===== src/sv/trq_pkg.sv =====
package trq_pkg;

   // Queue geometry and the widths that follow from it.
   localparam int QUEUE_DEPTH = 8;
   localparam int PTR_W = $clog2(QUEUE_DEPTH);
   localparam int CNT_W = $clog2(QUEUE_DEPTH + 1);
   localparam int KEEP_W = 8;
   localparam int CMP_W = (CNT_W > KEEP_W) ? CNT_W : KEEP_W;

   // Fixed field widths of the transactions.
   localparam int CMD_W = 2;
   localparam int ID_W = 16;
   localparam int STATUS_W = 2;
   localparam int SLOT_W = 3;
   localparam int COUNT_W = 4;

   // Command codes.
   localparam logic [CMD_W-1:0] CMD_PUSH = 2'd0;
   localparam logic [CMD_W-1:0] CMD_POP = 2'd1;
   localparam logic [CMD_W-1:0] CMD_CLEAR = 2'd2;
   localparam logic [CMD_W-1:0] CMD_LIST = 2'd3;

   // Status codes.
   localparam logic [STATUS_W-1:0] STATUS_OK = 2'd0;
   localparam logic [STATUS_W-1:0] STATUS_FULL = 2'd1;
   localparam logic [STATUS_W-1:0] STATUS_EMPTY = 2'd2;

   // Access to the identifier store.
   typedef struct packed {
      logic wr_en;
      logic [PTR_W-1:0] wr_addr;
      logic [ID_W-1:0] wr_data;
      logic rd_en;
      logic [PTR_W-1:0] rd_addr;
   } mem_req_type;

   // One result transaction.
   typedef struct packed {
      logic [STATUS_W-1:0] status;
      logic has_id;
      logic [ID_W-1:0] id_out;
      logic [SLOT_W-1:0] slot;
      logic [COUNT_W-1:0] count_out;
      logic last;
   } rsp_item_type;

   // Slot that lies off entries behind base, wrapping round the ring.
   // The base stays below the depth and the offset does not exceed it, so one subtraction suffices.
   function automatic logic [PTR_W-1:0] ring_pos(input logic [PTR_W-1:0] base,
                                                 input logic [CNT_W-1:0] off);
      logic [CNT_W:0] sum;
      sum = (CNT_W + 1)'(base) + (CNT_W + 1)'(off);
      if (sum >= (CNT_W + 1)'(QUEUE_DEPTH)) begin
         sum = sum - (CNT_W + 1)'(QUEUE_DEPTH);
      end
      return PTR_W'(sum);
   endfunction

endpackage


===== src/sv/truncating_ring_id_queue_unit.sv =====
// Ring queue of 16-bit identifiers with push, pop, clear and list commands.
// The request channel (req_) carries one command per transaction: the command
// code in req_tuser, the identifier and keep count in req_tdata. The response
// channel (rsp_) returns one transaction for push and pop, one per removed
// entry for clear and one per queued entry for list, with rsp_tlast on the
// final transaction of each command; a clear that removes nothing and a list
// of an empty queue give a single transaction with no identifier.
// Sequence: a request is taken in the idle state and executed in the exec
// state. A push, a pop of an empty queue, a clear that removes nothing and a
// list of an empty queue register their response directly from the exec state.
// Any other pop, clear or list reads the identifier memory through its
// registered read port and then walks the entries in the data state, one
// response per cycle unless the receiver stalls. The next request is taken
// as soon as the sequencer returns to idle, even while a response waits in
// the output register; if the receiver stalls, the sequencer holds before
// loading the next response and no transaction is lost. Reset (synchronous,
// active high) empties the queue and clears the head pointer at once; no
// clearing pass runs and the memory is only read after a push has written it.
module truncating_ring_id_queue_unit
   import trq_pkg::*;
(
   input  logic clock,
   input  logic reset,
   input  logic req_tvalid,
   output logic req_tready,
   input  logic [23:0] req_tdata,  // ext_id [15:0], keep_count [23:16]
   input  logic [1:0] req_tuser,   // cmd [1:0]
   output logic rsp_tvalid,
   input  logic rsp_tready,
   output logic [23:0] rsp_tdata,  // id_out [15:0], slot [18:16], count_out [22:19], zero [23]
   output logic [2:0] rsp_tuser,   // status [1:0], has_id [2]
   output logic rsp_tlast
);

   mem_req_type mem_req;
   logic [ID_W-1:0] rd_data;
   rsp_item_type rsp_item;

   trq_ctrl u_ctrl (
      .clock(clock),
      .reset(reset),
      .req_valid(req_tvalid),
      .req_ready(req_tready),
      .req_cmd(req_tuser),
      .req_ext_id(req_tdata[15:0]),
      .req_keep_count(req_tdata[23:16]),
      .rsp_valid(rsp_tvalid),
      .rsp_ready(rsp_tready),
      .rsp_item(rsp_item),
      .mem_req(mem_req),
      .rd_data(rd_data)
   );

   trq_store u_store (
      .clock(clock),
      .mem_req(mem_req),
      .rd_data(rd_data)
   );

   // Pack the response transaction onto the stream ports.
   assign rsp_tdata = {1'b0, rsp_item.count_out, rsp_item.slot, rsp_item.id_out};
   assign rsp_tuser = {rsp_item.has_id, rsp_item.status};
   assign rsp_tlast = rsp_item.last;

endmodule


===== src/sv/trq_store.sv =====
module trq_store
   import trq_pkg::*;
(
   input  logic clock,
   input  mem_req_type mem_req,
   output logic [ID_W-1:0] rd_data
);

   // Identifier store; contents are undefined until a push writes them.
   logic [ID_W-1:0] mem_ff [QUEUE_DEPTH];
   logic [ID_W-1:0] rd_data_ff;

   // Write port.
   always_ff @(posedge clock) begin
      if (mem_req.wr_en) begin
         mem_ff[mem_req.wr_addr] <= mem_req.wr_data;
      end
   end

   // Registered read port; the data holds until the next read.
   always_ff @(posedge clock) begin
      if (mem_req.rd_en) begin
         rd_data_ff <= mem_ff[mem_req.rd_addr];
      end
   end

   assign rd_data = rd_data_ff;

endmodule


===== src/sv/trq_ctrl.sv =====
module trq_ctrl
   import trq_pkg::*;
(
   input  logic clock,
   input  logic reset,
   input  logic req_valid,
   output logic req_ready,
   input  logic [CMD_W-1:0] req_cmd,
   input  logic [ID_W-1:0] req_ext_id,
   input  logic [KEEP_W-1:0] req_keep_count,
   output logic rsp_valid,
   input  logic rsp_ready,
   output rsp_item_type rsp_item,
   output mem_req_type mem_req,
   input  logic [ID_W-1:0] rd_data
);

   typedef enum logic [1:0] {
      ST_IDLE,
      ST_EXEC,
      ST_DATA
   } state_type;

   state_type state_ff, state_in;
   logic [CMD_W-1:0] cmd_ff, cmd_in;
   logic [ID_W-1:0] ext_id_ff, ext_id_in;
   logic [KEEP_W-1:0] keep_ff, keep_in;
   logic [PTR_W-1:0] head_ff, head_in;
   logic [CNT_W-1:0] cnt_ff, cnt_in;
   logic [CNT_W-1:0] idx_ff, idx_in;
   logic [CNT_W-1:0] end_ff, end_in;
   logic [CNT_W-1:0] rcount_ff, rcount_in;
   rsp_item_type rsp_ff, rsp_in;
   logic rsp_valid_ff, rsp_valid_in;

   logic out_free;
   logic keep_lt;
   logic [CNT_W-1:0] keep_n;
   logic [CNT_W-1:0] trunc;
   logic [CNT_W-1:0] idx_next;
   logic [PTR_W-1:0] push_pos;

   // The output register is free when empty or being taken this cycle.
   assign out_free = !rsp_valid_ff || rsp_ready;

   // Truncation of the queue to the kept entries.
   assign keep_lt = CMP_W'(keep_ff) < CMP_W'(cnt_ff);
   assign keep_n = CNT_W'(keep_ff);
   assign trunc = keep_lt ? keep_n : cnt_ff;
   assign push_pos = ring_pos(head_ff, trunc);
   assign idx_next = idx_ff + 1'b1;

   // Sequencer. Reads and writes of the store never overlap, since only one
   // command is at work at a time, so no forwarding is needed.
   always_comb begin
      state_in = state_ff;
      cmd_in = cmd_ff;
      ext_id_in = ext_id_ff;
      keep_in = keep_ff;
      head_in = head_ff;
      cnt_in = cnt_ff;
      idx_in = idx_ff;
      end_in = end_ff;
      rcount_in = rcount_ff;
      rsp_in = rsp_ff;
      rsp_valid_in = rsp_valid_ff && !rsp_ready;
      mem_req = '0;

      case (state_ff)
         ST_IDLE: begin
            if (req_valid) begin
               cmd_in = req_cmd;
               ext_id_in = req_ext_id;
               keep_in = req_keep_count;
               state_in = ST_EXEC;
            end
         end

         ST_EXEC: begin
            if (out_free) begin
               rsp_in = '0;
               rsp_in.last = 1'b1;
               case (cmd_ff)
                  CMD_PUSH: begin
                     state_in = ST_IDLE;
                     rsp_valid_in = 1'b1;
                     if (trunc >= CNT_W'(QUEUE_DEPTH)) begin
                        cnt_in = trunc;
                        rsp_in.status = STATUS_FULL;
                        rsp_in.count_out = COUNT_W'(trunc);
                     end else begin
                        mem_req.wr_en = 1'b1;
                        mem_req.wr_addr = push_pos;
                        mem_req.wr_data = ext_id_ff;
                        cnt_in = trunc + 1'b1;
                        rsp_in.status = STATUS_OK;
                        rsp_in.slot = SLOT_W'(push_pos);
                        rsp_in.count_out = COUNT_W'(trunc + 1'b1);
                     end
                  end

                  CMD_POP: begin
                     if (cnt_ff == '0) begin
                        rsp_in.status = STATUS_EMPTY;
                        rsp_valid_in = 1'b1;
                        state_in = ST_IDLE;
                     end else begin
                        mem_req.rd_en = 1'b1;
                        mem_req.rd_addr = head_ff;
                        head_in = ring_pos(head_ff, CNT_W'(1));
                        cnt_in = cnt_ff - 1'b1;
                        idx_in = '0;
                        end_in = CNT_W'(1);
                        rcount_in = cnt_ff - 1'b1;
                        state_in = ST_DATA;
                     end
                  end

                  CMD_CLEAR: begin
                     if (!keep_lt) begin
                        rsp_valid_in = 1'b1;
                        state_in = ST_IDLE;
                     end else begin
                        mem_req.rd_en = 1'b1;
                        mem_req.rd_addr = ring_pos(head_ff, keep_n);
                        idx_in = keep_n;
                        end_in = cnt_ff;
                        rcount_in = cnt_ff - keep_n;
                        cnt_in = keep_n;
                        state_in = ST_DATA;
                     end
                  end

                  CMD_LIST: begin
                     if (cnt_ff == '0) begin
                        rsp_valid_in = 1'b1;
                        state_in = ST_IDLE;
                     end else begin
                        mem_req.rd_en = 1'b1;
                        mem_req.rd_addr = head_ff;
                        idx_in = '0;
                        end_in = cnt_ff;
                        rcount_in = cnt_ff;
                        state_in = ST_DATA;
                     end
                  end

                  default: begin
                     state_in = ST_IDLE;
                  end
               endcase
            end
         end

         ST_DATA: begin
            // Read data is present; pass it on and fetch the next entry.
            if (out_free) begin
               rsp_in = '0;
               rsp_in.status = STATUS_OK;
               rsp_in.has_id = 1'b1;
               rsp_in.id_out = rd_data;
               rsp_in.count_out = COUNT_W'(rcount_ff);
               rsp_in.last = (idx_next == end_ff);
               rsp_valid_in = 1'b1;
               if (idx_next == end_ff) begin
                  state_in = ST_IDLE;
               end else begin
                  idx_in = idx_next;
                  mem_req.rd_en = 1'b1;
                  mem_req.rd_addr = ring_pos(head_ff, idx_next);
               end
            end
         end

         default: begin
            state_in = ST_IDLE;
         end
      endcase
   end

   // State and registered outputs.
   always_ff @(posedge clock) begin
      if (reset) begin
         state_ff <= ST_IDLE;
         head_ff <= '0;
         cnt_ff <= '0;
         rsp_valid_ff <= 1'b0;
      end else begin
         state_ff <= state_in;
         head_ff <= head_in;
         cnt_ff <= cnt_in;
         rsp_valid_ff <= rsp_valid_in;
      end
      cmd_ff <= cmd_in;
      ext_id_ff <= ext_id_in;
      keep_ff <= keep_in;
      idx_ff <= idx_in;
      end_ff <= end_in;
      rcount_ff <= rcount_in;
      rsp_ff <= rsp_in;
   end

   assign req_ready = (state_ff == ST_IDLE);
   assign rsp_valid = rsp_valid_ff;
   assign rsp_item = rsp_ff;

   // The count never exceeds the depth.
   assert property (@(posedge clock) disable iff (reset)
      cnt_ff <= CNT_W'(QUEUE_DEPTH))
      else $error("entry count beyond queue depth");

   // The head always names a real slot.
   assert property (@(posedge clock) disable iff (reset)
      head_ff < PTR_W'(QUEUE_DEPTH - 1) || head_ff == PTR_W'(QUEUE_DEPTH - 1))
      else $error("head pointer outside the ring");

   // The store is never read and written in the same cycle.
   assert property (@(posedge clock) disable iff (reset)
      !(mem_req.wr_en && mem_req.rd_en))
      else $error("simultaneous read and write of the store");

   // A walk never runs past its end.
   assert property (@(posedge clock) disable iff (reset)
      state_ff == ST_DATA |-> idx_ff < end_ff)
      else $error("walk index past its end");

   // A result loads only when the output register is free.
   assert property (@(posedge clock) disable iff (reset)
      rsp_valid_ff && !rsp_ready |=> rsp_valid_ff && $stable(rsp_ff))
      else $error("pending result overwritten");

endmodule

===== config.mk =====
export PLATFORM = sky130hd
export DESIGN_NAME = truncating_ring_id_queue_unit
export DESIGN_NICKNAME = d
export VERILOG_FILES = /design/src/sv/trq_pkg.sv /design/src/sv/truncating_ring_id_queue_unit.sv /design/src/sv/trq_store.sv /design/src/sv/trq_ctrl.sv
export SDC_FILE = /design/constraint.sdc
export NUM_CORES = 1
export LEC_CHECK = 0
export ABC_AREA = 1
export ABC_CLOCK_PERIOD_IN_PS = 11700
export BUFFER_PORTS_ARGS = -buffer_cell sky130_fd_sc_hd__buf_2
export CORE_MARGIN = 8
export CORE_UTILIZATION = 40
export CTS_BUF_LIST = sky130_fd_sc_hd__clkbuf_16
export DETAILED_ROUTE_END_ITERATION = 10
export PLACE_DENSITY_LB_ADDON = 0.08
export SYNTH_ARGS = -nofsm -noshare
export SYNTH_HDL_FRONTEND = slang
export SYNTH_SLANG_ARGS = --single-unit

===== constraint.sdc =====
create_clock -name clock -period 11.7 [get_ports clock]
set_clock_uncertainty 0.15 [all_clocks]
set_input_delay 2.925 -clock clock [delete_from_list [all_inputs] [get_ports clock]]
set_output_delay 2.925 -clock clock [all_outputs]
set_load 0.03 [all_outputs]

# [After elaboration in Yosys (flattened, before gate mapping)]
# Memories as Yosys holds them, arrays and structs flattened. A register that Yosys moved wholly into a read port is not among the register bits.
# Index checks and enable logic that the tools add are counted.
# Widths: inputs -> output; s select.
[op_classes] n_bitwise=1 mux=55 magnitude_cmp=6 n_div=0 multipliers=0 n_addsub=12 reduce_logical=18 eq_ne=17 n_shift=0
[ops] operator="$mux 4" n=16
[ops] operator="$mux 20" n=3
[ops] operator="$mux 27" n=2
[ops] operator="$pmux 27 s2" n=1
[ops] operator="$pmux 4 s3" n=3
[ops] operator="$pmux 4 s2" n=4
[ops] operator="$mux 24" n=1
[ops] operator="$add 3x4->5" n=3
[ops] operator="$ge 5x4->1 const B" n=3
[ops] operator="$mux 3" n=5
[ops] operator="$mux 2" n=7
[ops] operator="$pmux 2 s3" n=2
[ops] operator="$reduce_and 4->1" n=3
[ops] operator="$sub 3x1->3 const B" n=4
[ops] operator="$add 4x1->4 const B" n=2
[ops] operator="$ge 4x4->1 const B" n=2
[ops] operator="$lt 8x4->1" n=1
[ops] operator="$ne 2x1->1 const B" n=4
[ops] operator="$ne 2x2->1 const B" n=4
[ops] operator="$mux 1" n=7
[ops] operator="$mux 7" n=1
[ops] operator="$reduce_and 7->1" n=1
[ops] operator="$eq 2x2->1 const B" n=3
[ops] operator="$ne 3x3->1 const B" n=2
[ops] operator="21 further kinds" n=25
[word_totals] mem_count=1 output_inout_bits=30 latchBits=0 reg_bits=75 romBits=0 ramBits=128
[mem_list] name="u_store.mem_ff" words=8 word_bits=16 rd=1 rd_clocked_by_memory_dff=1 write_ports=1 line="trq_store.sv:10" text="logic [ID_W-1:0] mem_ff [QUEUE_DEPTH];"

# [Depth between registers and ports, before layout]
[logic_depth] depth_word=11 depth_mapped=19 ltp_nobuf=19

# [By module]
# Synthesis repeated with hierarchy kept, for this count alone.
[unflattened] hier_cells=1009 hier_area_um2=10109.7
[by_module_without_submodules] mod="trq_store" cells_each=587 seq_area_each_um2=4324.1 area_each_um2=6149.6 instances=1
[by_module_without_submodules] mod="trq_ctrl" cells_each=420 seq_area_each_um2=2152.1 area_each_um2=3948.8 instances=1
[by_module_without_submodules] mod="truncating_ring_id_queue_unit" cells_each=2 seq_area_each_um2=0.0 area_each_um2=11.3 instances=1

# [Least setup slack after synthesis]
# Ideal clock, no wire load.
[synth_timing] path_kind="input port to flip-flop" start="input port rsp_tready" end="register u_ctrl.idx_ff[0], enable pin" path_stages=6 arrival_ps=4909 setup_slack_ps=6301 setup_ps=340 t_required_ps=11210 path_cell_list="nor2_1 -> inv_1 -> nor2_1 -> nor2_1 -> o21ai_0 -> a21oi_1"
[synth_between] elab_chain_cells=3 word_cells_on_any_way=4 cone_classes="2 x eq/ne; 2 x reduce/logical"
[synth_rtl] element="start: declaration" line="truncating_ring_id_queue_unit.sv:29" text="input logic rsp_tready,"
[synth_rtl] element="$logic_or 1x1->1 *" line="trq_ctrl.sv:44" text="assign out_free = !rsp_valid_ff || rsp_ready;"
[synth_rtl] element="$ne 2x1->1 (no line)"
[synth_rtl] element="$reduce_and 7->1 (no line) *"
[synth_rtl] element="end signal: assignment" line="trq_ctrl.sv:197" text="idx_ff <= idx_in;"
[synth_rtl] element="end: declaration" line="trq_ctrl.sv:30" text="logic [CNT_W-1:0] idx_ff, idx_in;"
# Every way passes the cells marked *; elsewhere a longest branch is shown, timed or not.
# A chain may end at the register's enable or synchronous reset.

# [Final worst setup path]
[layout_timing] start="input port rsp_tready" end="register u_store.rd_data_ff[5], in the netlist u_store.rd_data[5] (read register of u_store.mem_ff) (data pin)"
[layout_between] elab_chain_cells=3 word_cells_on_any_way=4 cone_classes="3 x mux; 1 x reduce/logical"
[layout_rtl] element="$logic_or 1x1->1 *" line="trq_ctrl.sv:44"
[layout_rtl] element="$mux 4 or $mux 24 (tied branches)" line="trq_ctrl.sv:157, trq_ctrl.sv:80"
[layout_rtl] element="$pmux 4 s2 *" line="trq_ctrl.sv:69" text="case (state_ff)"
[layout_rtl] element="end: declaration" line="trq_store.sv:11" text="logic [ID_W-1:0] rd_data_ff;"
# Marked as above.

==> summary.txt <==
Placed design
  – Cells after DPL: 1332
  – HPWL after detailed placement: 15100 um
  – IO Port Bufs: 58
  – Routability Congestion: 0.870
  – Setup WS pre-CTS: 5390 ps

Timing
  – Period minus WS final: 5720 ps
  – Rel. slew slack: 0.204
  – RSZ-0062 raised after global routing: no
  – Final setup viols: 0
  – Maximum clock rate: 175 MHz
  – Worst setup margin: 5980 ps
  – TNS Setup: 0 ps
  – Worst Tran Pin Value: 1190 ps
  – Period utilisation layout: 0.489
  – Final Slew Violations: 0
  – Final hold violations: 0

Drt
  – Drt wl/cell: 17.1 um
  – Initial DRC count: 381
  – Routed vias/inst: 4.73
  – Routed via count: 6517
  – Antenna-violating nets left: 0
  – Routed Wire Length: 23600 um
  – DRC: 0
  – DR pass1 iterations: 5

Critical path
  – CP startpoint kind: input pin
  – Worst Path Buf+Inv: 2
  – CP endpoint kind: register
  – CP Max Fanout: 66
  – CP startpoint: rsp_tready
  – Critical path cell sequence: buf_2, nor2_1, nor2_1, inv_1, nor2_1, nand2_2, nand2_4, nand2_2, nand2_1, nand3_1, nand2_1, nand2_1, nand2_1
  – Reg2Reg Setup Slack: 7310 ps
  – Worst r2r src: u_ctrl.cnt_ff[3]
  – Delay-heaviest family, CP: simple AND/OR/NAND/NOR gates
  – Worst R2R Path Depth: 16
  – Critical path class: in -> reg
  – Critical Path RT: 11840 ps
  – CP max stage cell: nand2_2
  – CP most frequent cell: nand2_1
  – Max incr delay on CP: 790 ps
  – Reg-to-reg endpoint: u_store.mem_ff[7][8]
  – CP arrival: 5850 ps

Die
  – Row count: 58
  – Core Area: 25000 um2
  – Die Ht: 175 um
  – Starting density of the core: 0.406
  – Die W: 175 um
  – Die area: 30800 um2
  – Ports: 60

Cells and area
  – Filler instances: 2370
  – Fin util: 0.462
  – Synth-to-Final Area Change: 13.7%
  – Nets: 1084
  – Share of cells above drive strength 1: 0.116
  – Final std cells w/o fill: 1378
  – Commonest non-fill, non-tap cell in the layout: edfxtp_1
  – Commonest non-fill, non-tap cells in the layout: edfxtp_1, nand2_1, inv_1, nand3_1, buf_2
  – Antenna cell count: 0

Global routing
  – Vias in the first global route: 6394
  – Initial antenna violation count: 0
  – Met1 Resource Use GR: 0.219
  – GRT Residual Overflow: 0
  – Met2 Usage GRT: 0.235
  – GRT Util Overall: 0.153
  – Met3 GRT Util: 0.0256
  – Pin count of the biggest net entering global routing: 69
  – First-pass GRT wire length: 36900 um
  – GR peak layer: met2

Logic synthesis
  – Register area share after synthesis: 0.637
  – Average cell area after synthesis: 10.5 um2
  – Post-synthesis cell type count: 39
  – Post-synth EDFFs: 209
  – Top post-synthesis cells by area: edfxtp_1, nand2_1, inv_1
  – Post-synthesis register bit count: 219
  – Share of the synthesized area in the top cell type: 0.618
  – Post-synthesis cell area: 10200 um2
  – Yosys Warn Count: 0
  – Yosys top cell by area: edfxtp_1
  – Main flop type after synthesis: edfxtp_1
  – FFs w/ async S/R, synth: 0
  – Mapped Cells: 968
  – Post-synthesis net count: 1023

Clocking
  – Post_cts resized: 0
  – CTS root buffer: clkbuf_16
  – H-tree Lvls: 1
  – CTS max path bufs: 3
  – CTS tree: built
  – Sink Count: 219
  – Post-CTS Hold Buffers: 0
  – # Post-CTS Setup Buffers: 0
  – Num CTS Buffers: 25
  – Clk_lat worst skew: 540 ps
  – Clock transition at path regs: 60 ps

Power and ir drop
  – Peak supply drop: 0.158 mV
  – Leakage: 5.04 nW
  – Total Power: 2.63 mW
  – Pwr per Cell Area: 228 nW/um2

Flow run
  – Max cap viols: 0

Min path
  – Min-Delay Path Depth: 2
  – Worst Hold Launch: u_store.rd_data[8]
  – Hold Path End: u_ctrl.rsp_item[16]
  – HP Class: reg -> reg

Status
  – Status: finished clean
## worst register-to-register path, cell delays in order (launching register included)
cell and delay (ps):
dfxtp_1 410, inv_1 120, ha_1 360, a21oi_2 190, nand3_2 230, nand2_1 140, o21ai_2 80, inv_1 140
ha_1 160, inv_1 50, fa_1 400, xnor2_1 140, xor2_1 210, nor2_1 200, nand2_1 110, nor2_1 610
buf_4 370
## through the flow
step,area [um2],hold WS (ps)
after global routing,11600,377
after global placement,10800,340
after detailed placement,10800,341
final,11600,352
after CTS,11600,354
after floorplan,10200,311
## registers in the layout (all words and copies together), names as in the netlist
signal            cells
u_ctrl.keep_ff        8
u_ctrl.rcount_ff      4
u_ctrl.state_ff       2
u_store.rd_data      16
u_ctrl.end_ff         4
u_ctrl.idx_ff         4
u_ctrl.cnt_ff         4
u_ctrl.rsp_item      27
u_store.mem_ff      128
u_ctrl.ext_id_ff     16
u_ctrl.cmd_ff         2
u_ctrl.rsp_valid      1
u_ctrl.head_ff        3
## cell usage after synthesis (4+ instances only)
cell type,n
a21oi_1,10
buf_2,18
buf_6,7
clkbuf_1,5
dfxtp_1,10
edfxtp_1,209
fa_1,4
ha_1,21
inv_1,191
nand2_1,201
nand2_2,4
nand3_1,130
nand3b_1,32
nand4_1,5
nor2_1,47
o21ai_0,22
o22ai_1,4
xnor2_1,7
xor2_1,5
## power breakdown
part	total, mW	switching [mW]	internal, mW
Clock	0.760	0.306	0.454
Sequential	1.08	0.0512	1.03
Combinational	0.792	0.591	0.201
Total	2.63	0.948	1.69
## worst max path at each step
stage / cells after the start / endpoint / slack [ps]
after floorplan: 6 / u_ctrl.idx_ff[0] / 6300
after global placement: 13 / u_store.rd_data[5] / 5430
after detailed placement: 13 / u_store.rd_data[5] / 5390
after CTS: 13 / u_store.rd_data[5] / 5940
after global routing: 13 / u_store.rd_data[11] / 5630
final: 13 / u_store.rd_data[5] / 5980
## layout make-up
cell class	count	area, um2	area share
Multi-Input combinational cell	521	2770	0.240
Timing Repair Buffer	68	365	0.0316
Clock buffer	25	626	0.0541
Tap cell	330	413	0.0357
Sequential cell	219	6480	0.560
Inverter	194	728	0.0630
Clock inverter	21	179	0.0155
## logic make-up (layout without fill, tap and decap cells)
family | count (synthesis) | in the layout | share of synthesized area
DFF | 219 | 219 | 0.637
other | 1 | 1 | 0.000369
AOI/OAI and AO/OA | 54 | 54 | 0.0330
buffers and inverters | 228 | 308 | 0.0920
xor gates and xnor gates | 12 | 12 | 0.0103
and+or+nand+nor | 429 | 429 | 0.193
adders and majority gates | 25 | 25 | 0.0337
## per-layer routing
metal | vias to the layer above | share of wire
met5 | - | 0
met4 | 0 | 0.023
met3 | 41 | 0.046
met2 | 154 | 0.43
met1 | 3016 | 0.50
li1 | 3306 | -
Note: power is estimated with default switching activity, not from simulation.
